File: config.mk
export PLATFORM = sky130hd
export DESIGN_NAME = fct_eval
export DESIGN_NICKNAME = d
export VERILOG_FILES = /design/src/rtl/fct_pkg.sv /design/src/rtl/fct_eval.sv
export SDC_FILE = /design/constraint.sdc
export NUM_CORES = 1
export LEC_CHECK = 0
export BUFFER_PORTS_ARGS = -buffer_cell sky130_fd_sc_hd__buf_2
export CAP_MARGIN = 20
export CELL_PAD_IN_SITES_DETAIL_PLACEMENT = 0
export CELL_PAD_IN_SITES_GLOBAL_PLACEMENT = 1
export CORE_AREA = 2 2 270 272
export CTS_CLUSTER_DIAMETER = 120
export DETAILED_ROUTE_END_ITERATION = 16
export DIE_AREA = 0 0 272 274
export HOLD_SLACK_MARGIN = 0.15
export PLACE_DENSITY_LB_ADDON = 0.1
export SYNTH_ARGS = -nofsm -noshare
export SYNTH_HDL_FRONTEND = slang
export SYNTH_SLANG_ARGS = --single-unit
export TNS_END_PERCENT = 1
File: constraint.sdc
create_clock -name clk -period 3.6 [get_ports clk]
set_clock_uncertainty 0.05 [all_clocks]
set_input_delay 0.18 -clock clk [delete_from_list [all_inputs] [get_ports clk]]
set_output_delay 0.18 -clock clk [all_outputs]
set_load 0.02 [all_outputs]
File: src/rtl/fct_pkg.sv
// ============================================================================
// Frustum cull test package
// Widths, request codes and the types shared by the frustum cull modules.
// ============================================================================
package fct_pkg;

	localparam int PLANES         = 6;
	localparam int NUM_PLANE_REGS = 6;
	localparam int COORD_W        = 16;
	localparam int COEF_W         = 16;
	localparam int RADIUS_W       = 15;
	localparam int FRAC_ALIGN     = 14;
	localparam int PROD_W         = COEF_W + COORD_W;
	localparam int SUM_W          = PROD_W + 2;
	localparam int CFG_W          = 4 * COEF_W;
	localparam int CFG_IDX_W      = 3;

	localparam logic REQ_SPHERE = 1'b0;
	localparam logic REQ_CORNER = 1'b1;

	typedef struct packed {
		logic signed [COEF_W-1:0] d;
		logic signed [COEF_W-1:0] c;
		logic signed [COEF_W-1:0] b;
		logic signed [COEF_W-1:0] a;
	} coef_t;

	typedef coef_t [PLANES-1:0] plane_arr_t;

	typedef struct packed {
		logic signed [PROD_W-1:0] pa;
		logic signed [PROD_W-1:0] pb;
		logic signed [PROD_W-1:0] pc;
		logic signed [COEF_W-1:0] d;
	} lane_t;

	typedef struct packed {
		logic                  vld;
		logic                  req_type;
		logic                  last_corner;
		logic [RADIUS_W-1:0]   radius;
		lane_t [PLANES-1:0]    lane;
	} s1_t;

endpackage

File: src/rtl/fct_eval.sv
// ============================================================================
// Frustum cull evaluation stage
// Sums the plane values, tests spheres and box corners, and holds the result.
// ============================================================================
module fct_eval (
	input  logic          clk,
	input  logic          arst_n,
	input  fct_pkg::s1_t  s1,
	input  logic          rsp_ready,
	output logic          adv,
	output logic          rsp_valid,
	output logic          visible
);

	logic signed [fct_pkg::SUM_W-1:0] sum [fct_pkg::PLANES];
	logic signed [fct_pkg::SUM_W-1:0] r_ext;
	logic signed [fct_pkg::SUM_W-1:0] neg_r;
	logic [fct_pkg::PLANES-1:0]       outside;
	logic [fct_pkg::PLANES-1:0]       hit;
	logic [fct_pkg::PLANES-1:0]       mask_next;
	logic [fct_pkg::PLANES-1:0]       mask_q;
	logic                             is_sphere;
	logic                             gives_rsp;
	logic                             rsp_valid_q;
	logic                             visible_q;

	assign r_ext = {{(fct_pkg::SUM_W - fct_pkg::RADIUS_W - fct_pkg::FRAC_ALIGN){1'b0}},
		s1.radius, {fct_pkg::FRAC_ALIGN{1'b0}}};
	assign neg_r = -r_ext;

	always_comb begin
		for (int p = 0; p < fct_pkg::PLANES; p++) begin
			sum[p] = fct_pkg::SUM_W'(s1.lane[p].pa) + fct_pkg::SUM_W'(s1.lane[p].pb)
				+ fct_pkg::SUM_W'(s1.lane[p].pc)
				+ (fct_pkg::SUM_W'(s1.lane[p].d) <<< fct_pkg::FRAC_ALIGN);
			outside[p] = (sum[p] <= neg_r);
			hit[p]     = !sum[p][fct_pkg::SUM_W-1] && (|sum[p]);
		end
	end

	assign mask_next = mask_q | hit;
	assign is_sphere = (s1.req_type == fct_pkg::REQ_SPHERE);
	assign gives_rsp = s1.vld && (is_sphere || s1.last_corner);
	assign adv       = !rsp_valid_q || rsp_ready;

	always_ff @(posedge clk or negedge arst_n) begin
		if (!arst_n) begin
			mask_q      <= '0;
			rsp_valid_q <= 1'b0;
		end else if (adv) begin
			rsp_valid_q <= gives_rsp;
			if (s1.vld && !is_sphere) begin
				mask_q <= s1.last_corner ? '0 : mask_next;
			end
		end
	end

	always_ff @(posedge clk) begin
		if (adv && gives_rsp) begin
			visible_q <= is_sphere ? !(|outside) : (&mask_next);
		end
	end

	assign rsp_valid = rsp_valid_q;
	assign visible   = visible_q;

endmodule

==> impl_metrics.prom <==
# TYPE chip_impl_metric gauge
chip_impl_info{name="result_of_the_run",value="finished, violations left"} 1
chip_impl_info{name="failed_checks",value="negative setup slack"} 1
chip_impl_metric{name="postRouteAntennaNets",unit=""} 0
chip_impl_info{name="synth.top_cells.by_count",value="inv_1, ha_1, fa_1"} 1
chip_impl_metric{name="drt_pass1_iterations",unit=""} 5
chip_impl_info{name="grt_setup_unrepaired",value="true"} 1
chip_impl_metric{name="yosys_warnings",unit=""} 0
chip_impl_metric{name="floorplan.die_area",unit="um^2"} 74500
chip_impl_metric{name="final_layout_size_suffix_gt1_share",unit="%"} 35.4
chip_impl_metric{name="worstPathBufferInverterCount",unit=""} 3
chip_impl_metric{name="postSynth.asyncResetShare",unit="%"} 87.5
chip_impl_metric{name="fin_ws",unit="ps"} -1640
chip_impl_metric{name="initial_utilization",unit="%"} 35.0
chip_impl_info{name="path_delay_family",value="simple AND/OR/NAND/NOR gates"} 1
chip_impl_metric{name="synth-edff-count",unit=""} 1
chip_impl_metric{name="netlist.area_leader.share",unit="%"} 24.8
chip_impl_info{name="timing_worst_setup_path_type",value="in2reg"} 1
chip_impl_metric{name="final.fill_count",unit=""} 7447
chip_impl_info{name="crit_path_end_kind",value="flip-flop"} 1
chip_impl_metric{name="grt_overflow_total",unit=""} 0
chip_impl_metric{name="die_width",unit="um"} 272
chip_impl_metric{name="dp.final_hpwl",unit="um"} 77200
chip_impl_info{name="synthFlopType",value="dfrtp_1"} 1
chip_impl_metric{name="synth_sequential_area_ratio",unit="%"} 0.814
chip_impl_metric{name="post_synth_cell_types",unit=""} 93
chip_impl_metric{name="total_power",unit="mW"} 18.3
chip_impl_info{name="cts_tree",value="yes"} 1
chip_impl_metric{name="final_core_utilization",unit="%"} 51.2
chip_impl_metric{name="worst_path_largest_cell_delay",unit="ps"} 530
chip_impl_metric{name="post_synth_inst_count",unit=""} 3363
chip_impl_metric{name="clk_latency",unit="ps"} 240
chip_impl_metric{name="layout.cells.non_filler",unit=""} 5780
chip_impl_metric{name="finalWeightedCongestion",unit=""} 0.896
chip_impl_metric{name="power-per-cell-area",unit="nW/um^2"} 496
chip_impl_metric{name="coreArea",unit="um^2"} 72000
chip_impl_metric{name="tritoncts.num_buffers",unit=""} 3
chip_impl_metric{name="syn-cell-area",unit="um^2"} 25200
chip_impl_info{name="startpoint_type",value="input port"} 1
chip_impl_metric{name="h-tree-depth",unit=""} 1
chip_impl_metric{name="worst_ir_drop_vdd",unit="uV"} 209
chip_impl_metric{name="finalCriticalPeriod",unit="ps"} 5240
chip_impl_metric{name="area_growth_syn_to_layout",unit="%"} 46.1
chip_impl_metric{name="grt_max_degree",unit=""} 12
chip_impl_info{name="synth_top_area_cell",value="fa_1"} 1
chip_impl_info{name="yosys.cell_count.top_type",value="inv_1"} 1
chip_impl_metric{name="worstMarginPinSlew",unit="ps"} 507
chip_impl_metric{name="path_clk_slew",unit="ps"} 40
chip_impl_metric{name="timing.fmax",unit="GHz"} 0.191
chip_impl_metric{name="num_rows",unit=""} 99
chip_impl_metric{name="synth_seq_cells",unit=""} 8
chip_impl_metric{name="cp.required",unit="ps"} 3540
chip_impl_metric{name="final-max-slew-violation-count",unit=""} 0
chip_impl_metric{name="synth.net_count",unit=""} 4753
chip_impl_metric{name="first_pass_grt_wire_length",unit="um"} 134000
chip_impl_metric{name="io_pins",unit=""} 696
chip_impl_metric{name="period_share",unit="%"} 146
chip_impl_metric{name="detail_route.iter0.violations",unit=""} 891
chip_impl_metric{name="totalNegativeSetupSlack",unit="ps"} -7880
chip_impl_metric{name="globalRouteTotalUtil",unit="%"} 21.9
chip_impl_metric{name="placed_cells_incl_taps",unit=""} 5753
chip_impl_metric{name="chipHeight",unit="um"} 274
chip_impl_info{name="timing.critical_path.slowest_stage_cell",value="fa_1"} 1
chip_impl_info{name="synth_top_cells_by_area",value="fa_1, ha_1, inv_1"} 1
chip_impl_metric{name="relSlewSlack",unit="%"} 66.0
chip_impl_metric{name="timing.final.hold_violations",unit=""} 0
chip_impl_metric{name="grt_antenna_before_repair",unit=""} 12
chip_impl_metric{name="total_via_count_in_the_routed_design",unit=""} 26900
chip_impl_metric{name="final-setup-viol-count",unit=""} 7
chip_impl_metric{name="crit_path_max_fanout",unit=""} 5
chip_impl_metric{name="numClockSinks",unit=""} 8
chip_impl_metric{name="vias_per_cell",unit=""} 4.65
chip_impl_metric{name="finalNetCount",unit=""} 6205
chip_impl_info{name="timing.hold.worst.class",value="in2reg"} 1
chip_impl_metric{name="post-route-drc-count",unit=""} 0
chip_impl_info{name="cts.root.buffer_cell",value="clkbuf_16"} 1
chip_impl_metric{name="drt_wl_total",unit="um"} 83100
chip_impl_metric{name="clock_path_buffers",unit=""} 2
chip_impl_metric{name="grt_pass1_vias",unit=""} 27200
chip_impl_metric{name="post_syn_area_per_cell",unit="um^2"} 7.50
chip_impl_metric{name="static-leakage-power",unit="nW"} 21.3
chip_impl_metric{name="max_cap_viol_count",unit=""} 0
chip_impl_metric{name="port-buffer-count",unit=""} 695
chip_impl_metric{name="critical_path_arrival",unit="ps"} 5180
chip_impl_metric{name="post_drt_wl_per_cell",unit="um"} 14.4
chip_impl_info{name="crit_chain",value="buf_2 > inv_1 > fa_1 > inv_1 > ha_1 > ha_2 > fa_2 > a211oi_4 > o211ai_4 > a211oi_2 > o31ai_2 > xor2_2 > or4_1 > or4_4 > nor4_4 > and4bb_1 > or4b_4 > or4_4 > a31o_1"} 1
cell usage in the layout, fill, tap and decap left out, types with 15 or more instances in the layout:
cell type	n
inv_1	999
buf_4	810
buf_2	695
ha_1	363
fa_1	308
a21oi_1	184
nand2_1	159
nor2_1	154
o21ai_0	112
a21o_1	111
xnor2_1	79
nand4_1	61
nand3_1	59
nor3_1	59
xor2_1	54
o21a_1	45
a31oi_1	28
a211oi_1	25
nor2b_1	22
a21oi_2	21
and3_1	20
o211ai_1	18
o21bai_1	18
ha_4	17
and2_1	15
or3_1	15
flip-flops by register name, summed over array words and instances, names as in the netlist:
name       count
visible        1
rsp_valid      1
mask_q         6
per-stage QoR:
stage	hold WS (ps)	area [um^2]	setup WS [ps]
final	157	36800	-1640
after global routing	165	36800	-1880
after CTS	151	36300	-1620
after detailed placement	18.1	35800	-2080
after global placement	22.8	35800	-2070
after floorplan	-166	25300	-1440
per-layer routing:
metal / track usage [%] / wire, um
met2: 39.2 / 40700
met3: 2.35 / 3510
met4: 2.00 / 722
met5: 0 / 71
met1: 29.3 / 38100
kinds of logic (layout without fill, tap and decap cells):
group | count (synthesis) | after routing | synth area share (%)
adders and majority gates | 697 | 697 | 43.9
muxes | 13 | 13 | 0.526
AOI/OAI and AO/OA | 742 | 742 | 19.6
xor gates and xnor gates | 151 | 151 | 5.25
and+or+nand+nor | 693 | 693 | 14.0
buffers and inverters | 1059 | 2510 | 15.9
other | 0 | 7 | 0
DFF | 8 | 8 | 0.814
layout make-up:
type / instances / area (um^2) / area share, %
antenna: 7 / 17.5 / 0.0476
clock buffer: 4 / 78.8 / 0.214
timing repair buffer: 1506 / 9570 / 26.0
sequential: 8 / 205 / 0.557
inverter: 1000 / 3750 / 10.2
multi-input combinational: 2296 / 22000 / 59.7
tap: 959 / 1200 / 3.26
path summary, 6_finish.rpt:
path                                 from         to  slack (ps)  cells after the start
max in group asynchronous          arst_n  mask_q[0]        2940                      2
worst max-delay path              s1[466]    visible       -1640                     19
worst min register to register  mask_q[2]  mask_q[2]         590                      1
worst max register to register  mask_q[4]    visible         800                      6
worst min-delay path              s1[687]  mask_q[3]         160                      2
min in group asynchronous          arst_n  rsp_valid         340                      2
report_power, final:
| group | leakage (nW) | internal (mW) | total [mW] | switching, mW |
|---|---|---|---|---|
| clock | 0.0382 | 0.148 | 0.197 | 0.0491 |
| sequential | 0.0960 | 0.125 | 0.165 | 0.0399 |
| combinational | 21.2 | 9.13 | 17.9 | 8.77 |
| total | 21.3 | 9.41 | 18.3 | 8.86 |
what timing repair did:
action                     in CTS  in global routing
hold buffers                    1                  0
gates resized for setup        65                 85
hold endpoints to repair        7                  0
setup endpoints to repair       7                  7
pin swaps                      33                 45
buffers inserted               10                  5
No activity file was read; power rests on OpenSTA's default activity.
